==> config.mk <==
export PLATFORM = sky130hd
export DESIGN_NAME = klv_local_set_parser
export DESIGN_NICKNAME = d
export VERILOG_FILES = /design/src/hdl/klvp_pkg.sv /design/src/hdl/klvp_step.sv /design/src/hdl/klvp_out.sv /design/src/hdl/klv_local_set_parser.sv
export SDC_FILE = /design/constraint.sdc
export NUM_CORES = 1
export LEC_CHECK = 0
export ABC_AREA = 0
export BUFFER_PORTS_ARGS = -buffer_cell sky130_fd_sc_hd__buf_2
export CAP_MARGIN = 40
export CORE_MARGIN = 2
export CORE_UTILIZATION = 64
export CTS_CLUSTER_SIZE = 12
export DETAILED_ROUTE_END_ITERATION = 7
export PLACE_DENSITY_LB_ADDON = 0.05
export SLEW_MARGIN = 20
export SYNTH_ARGS = -nofsm -noshare
export SYNTH_HDL_FRONTEND = slang
export SYNTH_HIERARCHICAL = 1
export SYNTH_SLANG_ARGS = --single-unit
==> constraint.sdc <==
create_clock -name clock -period 12.6 [get_ports clock]
set_clock_uncertainty 0.2 [all_clocks]
set_input_delay 0.63 -clock clock [delete_from_list [all_inputs] [get_ports clock]]
set_output_delay 0.63 -clock clock [all_outputs]
set_load 0.02 [all_outputs]
==> src/hdl/klvp_pkg.sv <==
// Shared types and constants for the KLV local set parser.
// Depends on nothing; imported by every file but klvp_checker.
package klvp_pkg;

   typedef enum logic [3:0] {
      PH_IDLE     = 4'd0,
      PH_HDR_HI   = 4'd1,
      PH_HDR_LO   = 4'd2,
      PH_SEEK     = 4'd3,
      PH_KEY      = 4'd4,
      PH_BER_LONG = 4'd5,
      PH_TAG0     = 4'd6,
      PH_TAG1     = 4'd7,
      PH_TAG2     = 4'd8,
      PH_TAG3     = 4'd9,
      PH_VALUE    = 4'd10,
      PH_DONE     = 4'd11
   } phase_type;

   localparam logic [7:0]  KEY_BYTE0     = 8'h06;
   localparam logic [7:0]  KEY_BYTE1     = 8'h0e;
   localparam logic [7:0]  KEY_BYTE2     = 8'h2b;
   localparam logic [7:0]  KEY_BYTE3     = 8'h34;
   localparam logic [7:0]  BER_LONG_FLAG = 8'h80;
   localparam logic [7:0]  BER_COUNT_MSK = 8'h7f;
   localparam logic [17:0] SET_MIN_BYTES = 18'd17;
   localparam logic [16:0] KEY_LAST_OFF  = 17'd16;
   localparam logic [17:0] ITEM_HDR_LEN  = 18'd4;

   // Parser state apart from the set length, whose width is a parameter.
   typedef struct packed {
      phase_type   phase;
      logic [16:0] byte_position;
      logic [15:0] size_limit;
      logic [16:0] next_set_start;
      logic [6:0]  ber_bytes_left;
      logic [16:0] set_end;
      logic [15:0] current_tag;
      logic [15:0] current_length;
      logic [15:0] value_count;
   } parse_state_type;

   // One result item.
   typedef struct packed {
      logic [15:0] tag;
      logic [7:0]  value_byte;
      logic [15:0] byte_index;
      logic [15:0] value_length;
      logic        last_of_value;
      logic        empty_value;
   } result_type;

   function automatic logic [7:0] key_prefix(input logic [1:0] idx);
      logic [7:0] k;
      case (idx)
         2'd0:    k = KEY_BYTE0;
         2'd1:    k = KEY_BYTE1;
         2'd2:    k = KEY_BYTE2;
         default: k = KEY_BYTE3;
      endcase
      return k;
   endfunction

endpackage

==> src/hdl/klvp_step.sv <==
// Next-state and result logic for one packet byte of the KLV parser.
// Purely combinational; depends on klvp_pkg.
module klvp_step import klvp_pkg::*; #(
   parameter int LENGTH_BITS = 16
) (
   input  parse_state_type        cur_state,
   input  logic [LENGTH_BITS-1:0] cur_set_length,
   input  logic [7:0]             byte_value,
   input  logic                   first_byte,
   input  logic [15:0]            packet_size,
   output parse_state_type        nxt_state,
   output logic [LENGTH_BITS-1:0] nxt_set_length,
   output logic                   res_valid,
   output result_type             res
);

   localparam int SUMW = ((LENGTH_BITS > 17) ? LENGTH_BITS : 17) + 1;

   parse_state_type        st;
   logic [LENGTH_BITS-1:0] len;
   logic [16:0]            pos;
   logic [17:0]            body;
   logic [16:0]            off;
   logic [15:0]            tag_len;
   logic [LENGTH_BITS+7:0] shifted;
   logic [LENGTH_BITS-1:0] fin_len;
   logic [SUMW-1:0]        fin_sum;
   logic [6:0]             ber_dec;
   logic                   do_finish;
   logic                   do_begin;
   logic                   active;
   logic                   last;

   always_comb begin
      st = cur_state;
      len = cur_set_length;
      if (first_byte) begin
         st = '0;
         st.phase = PH_HDR_HI;
         st.size_limit = packet_size;
         len = '0;
      end
      nxt_state = st;
      nxt_set_length = len;
      res_valid = 1'b0;
      res = '0;
      do_finish = 1'b0;
      do_begin = 1'b0;
      fin_len = len;
      pos = st.byte_position;
      body = {1'b0, pos} + 18'd1;
      off = pos - st.next_set_start;
      tag_len = {st.current_length[15:8], byte_value};
      shifted = {len, byte_value};
      ber_dec = st.ber_bytes_left - 7'd1;
      last = ({1'b0, st.value_count} + 17'd1) >= {1'b0, st.current_length};
      active = !(st.phase == PH_IDLE || st.phase == PH_DONE ||
                 st.byte_position >= {1'b0, st.size_limit});

      if (active) begin
         unique case (st.phase)
            PH_HDR_HI: begin
               nxt_state.next_set_start = {1'b0, byte_value, 8'h00};
               nxt_state.phase = PH_HDR_LO;
            end
            PH_HDR_LO: begin
               nxt_state.next_set_start = {1'b0, st.next_set_start[15:8], byte_value};
               nxt_state.phase = ({st.next_set_start[15:8], byte_value} < 16'd2) ?
                                 PH_DONE : PH_SEEK;
            end
            PH_SEEK: begin
               if (pos == st.next_set_start) begin
                  if (({1'b0, st.next_set_start} + SET_MIN_BYTES > {2'b00, st.size_limit})
                      || byte_value != KEY_BYTE0) begin
                     nxt_state.phase = PH_DONE;
                  end else begin
                     nxt_state.phase = PH_KEY;
                  end
               end
            end
            PH_KEY: begin
               if (off < 17'd4) begin
                  if (byte_value != key_prefix(off[1:0])) begin
                     nxt_state.phase = PH_DONE;
                  end
               end else if (off == KEY_LAST_OFF) begin
                  if ((byte_value & BER_LONG_FLAG) != 8'h00) begin
                     nxt_state.ber_bytes_left = 7'(byte_value & BER_COUNT_MSK);
                     nxt_set_length = '0;
                     if (body + 18'(byte_value & BER_COUNT_MSK) > {2'b00, st.size_limit}) begin
                        nxt_state.phase = PH_DONE;
                     end else if ((byte_value & BER_COUNT_MSK) == 8'h00) begin
                        do_finish = 1'b1;
                        fin_len = '0;
                     end else begin
                        nxt_state.phase = PH_BER_LONG;
                     end
                  end else begin
                     do_finish = 1'b1;
                     fin_len = LENGTH_BITS'(byte_value);
                     nxt_set_length = fin_len;
                  end
               end
            end
            PH_BER_LONG: begin
               // The accumulator saturates once another byte would overflow it.
               if (shifted[LENGTH_BITS+7:LENGTH_BITS] != 8'h00) begin
                  fin_len = '1;
               end else begin
                  fin_len = shifted[LENGTH_BITS-1:0];
               end
               nxt_set_length = fin_len;
               nxt_state.ber_bytes_left = ber_dec;
               if (ber_dec == 7'd0) begin
                  do_finish = 1'b1;
               end
            end
            PH_TAG0: begin
               nxt_state.current_tag = {byte_value, 8'h00};
               nxt_state.phase = PH_TAG1;
            end
            PH_TAG1: begin
               nxt_state.current_tag = {st.current_tag[15:8], byte_value};
               nxt_state.phase = PH_TAG2;
            end
            PH_TAG2: begin
               nxt_state.current_length = {byte_value, 8'h00};
               nxt_state.phase = PH_TAG3;
            end
            PH_TAG3: begin
               nxt_state.current_length = tag_len;
               if (body + {2'b00, tag_len} > {1'b0, st.set_end}) begin
                  nxt_state.phase = PH_SEEK;
               end else if (tag_len == 16'd0) begin
                  res_valid = 1'b1;
                  res.tag = st.current_tag;
                  res.last_of_value = 1'b1;
                  res.empty_value = 1'b1;
                  do_begin = 1'b1;
               end else begin
                  nxt_state.value_count = '0;
                  nxt_state.phase = PH_VALUE;
               end
            end
            PH_VALUE: begin
               res_valid = 1'b1;
               res.tag = st.current_tag;
               res.value_byte = byte_value;
               res.byte_index = st.value_count;
               res.value_length = st.current_length;
               res.last_of_value = last;
               nxt_state.value_count = st.value_count + 16'd1;
               do_begin = last;
            end
            default: begin
               nxt_state.phase = PH_DONE;
            end
         endcase
         nxt_state.byte_position = pos + 17'd1;
      end

      fin_sum = SUMW'(body) + SUMW'(fin_len);
      if (do_finish) begin
         if (fin_sum > SUMW'(st.size_limit)) begin
            nxt_state.phase = PH_DONE;
         end else begin
            nxt_state.set_end = fin_sum[16:0];
            nxt_state.next_set_start = fin_sum[16:0];
            nxt_state.phase = (SUMW'(body + ITEM_HDR_LEN) > fin_sum) ? PH_SEEK : PH_TAG0;
         end
      end
      if (do_begin) begin
         nxt_state.phase = (body + ITEM_HDR_LEN > {1'b0, st.set_end}) ? PH_SEEK : PH_TAG0;
      end
   end

endmodule

==> src/hdl/klvp_out.sv <==
// Result register of the KLV parser: holds one result until the sink takes it.
// Depends on klvp_pkg.
module klvp_out import klvp_pkg::*; (
   input  logic       clock,
   input  logic       reset,
   input  logic       load,
   input  result_type load_data,
   output logic       space,
   output logic       out_valid,
   input  logic       out_ready,
   output result_type out_data
);

   logic       valid_ff;
   logic       valid_in;
   result_type data_ff;

   // A new result may enter in the same cycle as the held one leaves.
   assign space = !valid_ff || out_ready;

   always_comb begin
      valid_in = valid_ff;
      if (space) begin
         valid_in = load;
      end
   end

   always_ff @(posedge clock) begin
      if (reset) begin
         valid_ff <= 1'b0;
      end else begin
         valid_ff <= valid_in;
      end
   end

   always_ff @(posedge clock) begin
      if (space && load) begin
         data_ff <= load_data;
      end
   end

   assign out_valid = valid_ff;
   assign out_data  = data_ff;

endmodule

==> src/hdl/klv_local_set_parser.sv <==
// KLV local set parser: one packet byte per request, at most one value byte out.
// A result is registered: it shows on rsp_ in the cycle after its request is taken.
// Throughput: one request per cycle; the single result register is the only
// buffer, and a request is taken whenever that register is empty or draining.
// Reset (synchronous, active high) returns the parser to idle and empties the
// result register. Depends on klvp_pkg, klvp_step and klvp_out.
module klv_local_set_parser import klvp_pkg::*; #(
   parameter int LENGTH_BITS = 16
) (
   input  logic        clock,
   input  logic        reset,
   input  logic        req_tvalid,
   output logic        req_tready,
   input  logic [23:0] req_tdata,   // byte_value[7:0], packet_size[23:8]
   input  logic        req_tuser,   // first_byte
   output logic        rsp_tvalid,
   input  logic        rsp_tready,
   output logic [55:0] rsp_tdata,   // tag[15:0], value_byte[23:16],
                                    // byte_index[39:24], value_length[55:40]
   output logic        rsp_tlast,   // last_of_value
   output logic        rsp_tuser    // empty_value
);

   parse_state_type        state_ff;
   parse_state_type        state_in;
   logic [LENGTH_BITS-1:0] set_length_ff;
   logic [LENGTH_BITS-1:0] set_length_in;
   logic                   res_valid;
   result_type             res;
   result_type             rsp_data;
   logic                   accept;

   assign accept = req_tvalid && req_tready;

   klvp_step #(
      .LENGTH_BITS(LENGTH_BITS)
   ) u_step (
      .cur_state      (state_ff),
      .cur_set_length (set_length_ff),
      .byte_value     (req_tdata[7:0]),
      .first_byte     (req_tuser),
      .packet_size    (req_tdata[23:8]),
      .nxt_state      (state_in),
      .nxt_set_length (set_length_in),
      .res_valid      (res_valid),
      .res            (res)
   );

   // An all-zero state is the idle phase with every counter cleared.
   always_ff @(posedge clock) begin
      if (reset) begin
         state_ff <= '0;
         set_length_ff <= '0;
      end else if (accept) begin
         state_ff <= state_in;
         set_length_ff <= set_length_in;
      end
   end

   klvp_out u_out (
      .clock     (clock),
      .reset     (reset),
      .load      (accept && res_valid),
      .load_data (res),
      .space     (req_tready),
      .out_valid (rsp_tvalid),
      .out_ready (rsp_tready),
      .out_data  (rsp_data)
   );

   assign rsp_tdata = {rsp_data.value_length, rsp_data.byte_index,
                       rsp_data.value_byte, rsp_data.tag};
   assign rsp_tlast = rsp_data.last_of_value;
   assign rsp_tuser = rsp_data.empty_value;

endmodule

======== Word level (Yosys, flattened, before mapping) ========
Index checks and enable logic that the tools add are counted.
word-level totals
  register bits after elaboration ......... 201
  input bits .............................. 29
  output and inout port bits .............. 60
  word-level logic and storage cells ...... 147
cells by class
  add/sub/neg operators ................... 11
  magnitude comparators ................... 10
  equal/unequal tests ..................... 17
  mux-type cells .......................... 73
  bitwise logic cells ..................... 2
  reductions and logical operators ........ 17
operators with widths
  kind                   count
  $mux 16                15
  $pmux 16 s2            6
  $mux 126               1
  $mux 17                4
  $mux 4                 14
  $gt 18x16->1           3
  $mux 48                1
  $add 18x16->18         2
  $gt 18x17->1           2
  $pmux 4 s9             1
  $ge 17x16->1           2
  $pmux 17 s2            1
  $mux 7                 4
  $mux 24                1
  $mux 8                 3
  $mux 21                1
  $add 17x1->18 const B  1
  $add 17x5->18 const B  1
  $add 18x3->18 const B  1
  $add 18x7->18          1
  $gt 18x18->1           1
  $pmux 6 s3             1
  $add 16x1->17 const B  1
  $add 17x1->17 const B  1
  32 further kinds       61

======== Longest topological paths before layout ========
Gate-level depths: netlist of the first run.
  depth in word-level cells ............... 16
  depth in mapped cells ................... 46
  depth with buffers taken out ............ 41

======== Cells and area by module ========
The synthesis of the first run kept the hierarchy.
by module, submodules not included
  module                times used  cells an instance  area each (sq um)
  klvp_step             1           1720               11369.7
  klv_local_set_parser  1           649                6568.8
  klvp_out              1           63                 1796.7

======== Worst setup path before layout of the first run ========
No wires, ideal clock.
  kind .................................... input port to flip-flop
  start ................................... in req_tuser
  end ..................................... reg state_ff[51] (netlist name)
  library setup time ...................... 0.066 ns
  arrival time ............................ 10.552 ns
  required time ........................... 12.334 ns
  slack ................................... 1.782 ns
  cell stages on the path ................. 45
  buffers on the path ..................... 9
  cells stage by stage .................... buf_6 -> clkbuf_1 -> clkbuf_1 -> buf_1 -> clkbuf_1 -> clkbuf_1 -> buf_1 -> nor2_1 -> ha_1 -> o21ai_0 -> o211ai_1 -> nand2_1 -> or3_1 -> clkbuf_1 -> nor3_1 -> xor2_1 -> ha_1 -> a211o_1 -> [... 9 more ...] -> fa_1 -> a211oi_1 -> o21ai_0 -> a31oi_1 -> xor2_1 -> inv_1 -> ha_1 -> a21o_1 -> a21oi_1 -> o21ai_0 -> a221o_1 -> a211o_1 -> a2111o_1 -> a21oi_4 -> buf_4 -> mux2i_1 -> nand3_1 -> a21oi_2
RTL lines
  what                  RTL line                    source
  start, declared       klv_local_set_parser.sv:15  input logic req_tuser,
  end signal, assigned  klv_local_set_parser.sv:55  state_ff <= state_in;
  end, declared         klv_local_set_parser.sv:24  parse_state_type state_ff;

==> results of run 1 <==
==> synth_stat cells, types with 5 or more instances <==
library cell,count
a21oi_1,140
and2_1,12
nand2_1,230
o211a_1,5
buf_6,18
and4_1,13
a21bo_2,6
nand3b_1,9
a21bo_1,137
o2111ai_1,6
ha_1,185
xor2_1,35
nor2_1,169
a21oi_2,101
a31oi_1,8
a211o_1,8
o21a_1,15
o21ai_0,124
or2_2,10
o211ai_1,12
dfxtp_1,143
buf_4,8
nor3b_1,7
nor2b_1,61
a211oi_1,20
nand4_1,33
or4_1,5
and3_1,27
mux2i_1,80
edfxtp_1,58
or3_1,19
nand3_1,193
a22oi_1,8
buf_1,12
o22ai_1,10
xnor2_1,64
a21o_1,44
buf_2,49
inv_1,100
nor3_1,37
nand2b_1,15
nor4_1,17
clkbuf_1,68
mux2_2,7
==> critical path, delay by kind of cell, from the launching register on <==
kind / cells / cell delay, ns
flops: 1 / 0.54
buf+inv: 2 / 0.55
fa+ha+maj: 5 / 1.53
mux: 1 / 0.25
simple gates: 8 / 2.52
xor+xnor: 3 / 0.76
compound gates: 20 / 4.89
==> report_power, final <==
group / internal, mW / switching (mW) / total, mW
clock network: 0.409 / 0.308 / 0.717
registers: 0.669 / 0.00855 / 0.677
logic: 0.0903 / 0.190 / 0.281
total: 1.17 / 0.507 / 1.68
==> cell type report <==
class | count | area, um2 | share of cell area [%]
Clock inverter | 10 | 109 | 0.513
Sequential cell | 201 | 4600 | 21.7
Timing Repair Buffer | 145 | 972 | 4.58
Multi-Input combinational cell | 1975 | 14000 | 65.8
Clock buffer | 36 | 697 | 3.29
Tap cell | 396 | 495 | 2.34
Inverter | 101 | 379 | 1.79
==> per-stage QoR <==
step                total power, mW  hold WS [ns]  cells  setup WS (ns)  utilization (%)
floorplan                     0.874         0.330   2432           1.78                -
finish                         1.68         0.275   2864           1.26             69.5
global placement              0.948         0.354   2805           1.10             66.3
detailed placement            0.958         0.364   2815           1.04             66.7
CTS                            1.67         0.299   2861           1.47             69.3
global route                   1.72         0.311   2864          0.615             69.5
==> flip-flops by register name (all words and copies together) (netlist names) <==
signal and flops:
state_ff 126, u_out/out_data 58, set_length_ff 16, u_out/out_valid 1
==> layer usage <==
layer	track usage [%]	wire length, um
met4	21.1	4140
met1	52.0	26400
met3	6.22	6510
met2	64.1	29600
met5	0	0
==> cells by family (layout without fill, tap and decap cells) <==
kind of cell,count (synthesis),count (layout)
flops,201,201
fa+ha+maj,188,188
compound gates,717,717
buf+inv,256,292
simple gates,880,880
xor+xnor,100,100
mux,90,90
==> cells in the final DEF, fill, tap and decap left out, drive strengths merged, types with 6 or more instances in the layout <==
cell type / n
nand2: 230
inv: 102
or2: 12
a211oi: 20
dfxtp: 143
and2: 13
nor3b: 7
a21bo: 143
mux2: 10
xor2: 35
o2111ai: 6
nand3: 194
and3: 27
o211ai: 12
nor4: 20
nand4: 33
nor3: 37
a22oi: 8
ha: 185
buf: 144
a31oi: 8
mux2i: 80
nor2b: 61
a211o: 8
xnor2: 64
a21oi: 242
a21o: 44
or3: 19
and4: 13
o21ai: 129
nand3b: 9
o22ai: 10
o21a: 15
clkbuf: 37
edfxtp: 58
nand2b: 16
nor2: 169
a2111oi: 7
==> worst max-delay path by stage <==
stage | slack, ns | to | cells after the start
after floorplan | 1.78 | state_ff[51] | 45
after global placement | 1.10 | state_ff[49] | 41
after detailed placement | 1.04 | state_ff[83] | 41
after CTS | 1.47 | state_ff[86] | 39
after global routing | 0.62 | state_ff[86] | 40
final | 1.26 | state_ff[86] | 39
==> out/results.txt, run 1 <==
CP max-delay cell - dfxtp_1
Setup violations, final - 0
Reg2reg end - state_ff[86]
Clk_lat worst skew - 0.56 ns
Initial Util - 64.7%
Biggest area consumer among synthesized cells - dfxtp_1
Clock root buffer - clkbuf_16
Max Freq - 88.2 MHz
CP Launch Type - flip-flop
Synth Area in Simple Gates - 22.3%
Post-DP HPWL - 48500 um
Die Wd - 180 um
EDFF count, synth - 58
GPL Wtd Cong - 1.07
CTS Buf Count - 25
First-pass GRT wire length - 104000 um
Largest net degree at the start of global routing - 206
Post-Synth XOR/XNOR Area - 4.51%
RSZ-0062 raised after global routing - false
H-tree depth - 1
Tcrit/Tclk final - 90.0%
Fin area - 21200 um2
Clock-pin slew on the worst setup and hold paths - 0.06 ns
Post-cts repair resize count - 0
Residual DRC count - 0
Seq cells post-synth - 201
CTS Buffer Depth - 3
Largest family of logic cells by synthesized area - compound AO/OA/AOI/OAI gates
Vias in the first global route - 18600
Worst-path fanout max - 16
Worst hold endpoint - state_ff[26]
GRT overflow - 0
Slew @ Worst Pin - 0.936 ns
Proportion of layout cells with a drive suffix above 1 - 13.4%
Ys flop type - dfxtp_1
Share of Yosys cell area claimed by the top area cell type - 14.5%
Inserted Diodes - 0
Total global-route track usage - 40.0%
Yosys cell types - 91
Post-DP Area - 20300 um2
Synth top area cells - dfxtp_1, ha_1, edfxtp_1
Final Critical Period - 11.34 ns
CTS tree - built
Max-Cap Viols - 0
# rows - 64
Fill count - 2546
CP Launch Point - state_ff[105]
Initial antenna violation count - 0
Reg2reg path depth - 39
NumNets Final - 2666
Port Buffers - 88
Critical path class - flip-flop to flip-flop
Fin Setup TNS - 0 ns
Post-synthesis async set-or-reset flop share - 0%
Final hold vios - 0
Syn Nets - 2649
Area grow syn2layout - 7.49%
Post-synthesis sequential area ratio - 23.3%
Die Height - 180 um
Avg WL per Cell - 23.3 um
Top-Level Pins - 89
CP most frequent cell - ha_1
Cell Pwr Density - 79.0 nW/um2
Max-slew violation count - 0
Critical Path Max Stage Delay - 0.54 ns
CTS sink cnt - 201
Vias/cell - 6.79
Post-synthesis mux area share - 4.63%
Hold depth - 2
Required @ worst endpoint - 12.88 ns
Maximum vdd drop - 99.5 uV
Post-DRT Antenna Nets - 0
1st-iter DRT viols - 2213
Post-CTS setup buffers - 0
Worst Min Path Start - reset
Reg-to-reg slack, setup - 1.26 ns
Critical Path AT - 11.62 ns
Syn_area_per_cell - 8.11 um2
Synthesis Warnings - 6
Post-Route WL - 66700 um
Slew HR - 37.6%
Hold-fix buffers, CTS - 0
Hold crit path type - primary input to flip-flop
Cell count after synthesis - 2432
Via Count - 19500
Outcome - finished clean
Critical path endpoint category - flip-flop
TritonRoute pass-1 iters - 8
Post-Synth Adder-Cell Area - 12.0%
Mapped Area - 19700 um2
Critical R2R Launch - state_ff[105]
Die area - 32300 um2
Core area - 30500 um2
Compound-gate portion of the synthesized area - 27.2%
LEAKAGE - 8.68 nW
(Power assumes the default switching activity.)
==> inputs of run 2 (changes only) <==
--- a/config.mk
+++ b/config.mk
@@ -8,10 +8,11 @@
 export ABC_AREA = 0
 export BUFFER_PORTS_ARGS = -buffer_cell sky130_fd_sc_hd__buf_2
 export CAP_MARGIN = 40
-export CORE_MARGIN = 2
+export CORE_MARGIN = 8
 export CORE_UTILIZATION = 64
 export CTS_CLUSTER_SIZE = 12
 export DETAILED_ROUTE_END_ITERATION = 7
+export GPL_ROUTABILITY_DRIVEN = 1
 export PLACE_DENSITY_LB_ADDON = 0.05
 export SLEW_MARGIN = 20
 export SYNTH_ARGS = -nofsm -noshare
==> constraint.sdc (replaced) <==
create_clock -name clock -period 11.1 [get_ports clock]
set_clock_uncertainty 0.2 [all_clocks]
set_input_delay 0.555 -clock clock [delete_from_list [all_inputs] [get_ports clock]]
set_output_delay 0.555 -clock clock [all_outputs]
set_load 0.02 [all_outputs]
==> out/results.txt, run 2 (synthesis results as in run 1) <==
Die area - 36700 um2
Largest register FFs - 126
GPL Wtd Cong - 1.01
Critical Path Max Stage Delay - 0.54 ns
Setup violations, final - 0
Maximum vdd drop - 129 uV
FF+latch area - 4600 um2
CTS tree - built
Final hold vios - 0
Slew HR - 37.2%
Fin worst setup slack - 0.643 ns
1st-iter DRT viols - 2012
LEAKAGE - 8.90 nW
Final Critical Period - 10.46 ns
Clk_lat worst skew - 0.56 ns
Fin Setup TNS - 0 ns
Residual DRC count - 1
Post-CTS setup buffers - 0
Post-DRT Antenna Nets - 0
Commonest non-fill, non-tap cell in the layout - nand2_1
Die Wd - 192 um
First-pass GRT wire length - 104000 um
Max-Cap Viols - 0
TritonRoute pass-1 iters - 8
Post-cts repair resize count - 0
Worst Min Path Start - req_tvalid
Critical R2R Launch - state_ff[105]
Outcome - finished, violations left
Post-Route WL - 67600 um
RSZ-0062 raised after global routing - false
Post-DP HPWL - 49800 um
CTS Buf Count - 25
Hold WS - 0.158 ns
# rows - 64
Cell Pwr Density - 93.4 nW/um2
Worst-path fanout max - 9
Top reg by flops - state_ff
CTS sink cnt - 201
Area grow syn2layout - 9.36%
Vias in the first global route - 18400
Inserted Diodes - 0
Initial antenna violation count - 1
Critical path class - flip-flop to flip-flop
Slew @ Worst Pin - 0.916 ns
Clock-pin slew on the worst setup and hold paths - 0.06 ns
Largest net degree at the start of global routing - 135
CP Launch Type - flip-flop
Worst slack at placement - 0.559 ns
Die Height - 192 um
CTS Buffer Depth - 3
Critical Path AT - 10.68 ns
Hold crit path type - primary input to flip-flop
Required @ worst endpoint - 11.33 ns
Failing checks - DRC
Avg WL per Cell - 23.4 um
Clock root buffer - clkbuf_16
Hold depth - 3
Hold-fix buffers, CTS - 0
Post-DP Area - 20600 um2
Top-Level Pins - 89
GRT overflow - 0
Fin area - 21600 um2
Commonest cells after routing, fill and taps aside - nand2_1, nand3_1, ha_1
CP Launch Point - state_ff[105]
Proportion of layout cells with a drive suffix above 1 - 14.5%
Total global-route track usage - 35.7%
CP max-delay cell - or4_1
Tcrit/Tclk final - 94.2%
Max-slew violation count - 0
Area of the multi-input gates - 14000 um2
Max Freq - 95.6 MHz
H-tree depth - 1
Vias/cell - 6.73
Critical path endpoint category - flip-flop
Reg2reg path depth - 41
NumNets Final - 2695
Via Count - 19500
Fill count - 2453
Initial Util - 64.7%
Port Buffers - 88
Core area - 30500 um2
-- run 2: path summary, 6_finish.rpt --
check                      to  slack [ns]
max              state_ff[48]        0.64
min          set_length_ff[0]        0.16
max reg2reg      state_ff[48]        0.64
min reg2reg     state_ff[104]        0.37
-- run 2: worst max-delay path, delay by kind of cell, from the launching register on --
family,cells,cell delay (ns)
and+or+nand+nor,12,2.45
DFF,1,0.53
buffers and inverters,4,0.73
adders and majority gates,4,1.22
xor gates and xnor gates,1,0.19
AOI/OAI and AO/OA,19,4.68
muxes,1,0.33
-- run 2: per-stage QoR --
| stage | power [mW] | instances | utilization, % |
|---|---|---|---|
| 2_1_floorplan | 0.992 | 2432 | - |
| 3_3_place_gp | 1.08 | 2831 | 67.0 |
| 3_5_place_dp | 1.09 | 2845 | 67.6 |
| 4_1_cts | 2.01 | 2889 | 70.5 |
| 5_1_grt | 2.06 | 2891 | 70.7 |
| 6_report | 2.02 | 2891 | 70.7 |
-- run 2: per-layer routing --
layer	vias to the layer above	routed length [um]	GRT usage [%]
li1	8946	-	-
met4	4	3770	17.4
met2	1055	29700	56.2
met5	-	24	0
met3	239	6970	6.32
met1	9219	27200	46.8
-- run 2: where the power goes --
part | internal (mW) | switching [mW]
combinational | 0.107 | 0.219
sequential | 0.759 | 0.00924
clock | 0.570 | 0.352
-- run 2: cell type report --
type | count | area share, %
multi-input cells | 1975 | 64.7
flip-flops and latches | 201 | 21.3
repair buffers | 174 | 5.69
clock buffers | 35 | 3.35
well taps | 396 | 2.30
inverters | 101 | 1.76
clock inverters | 9 | 0.870
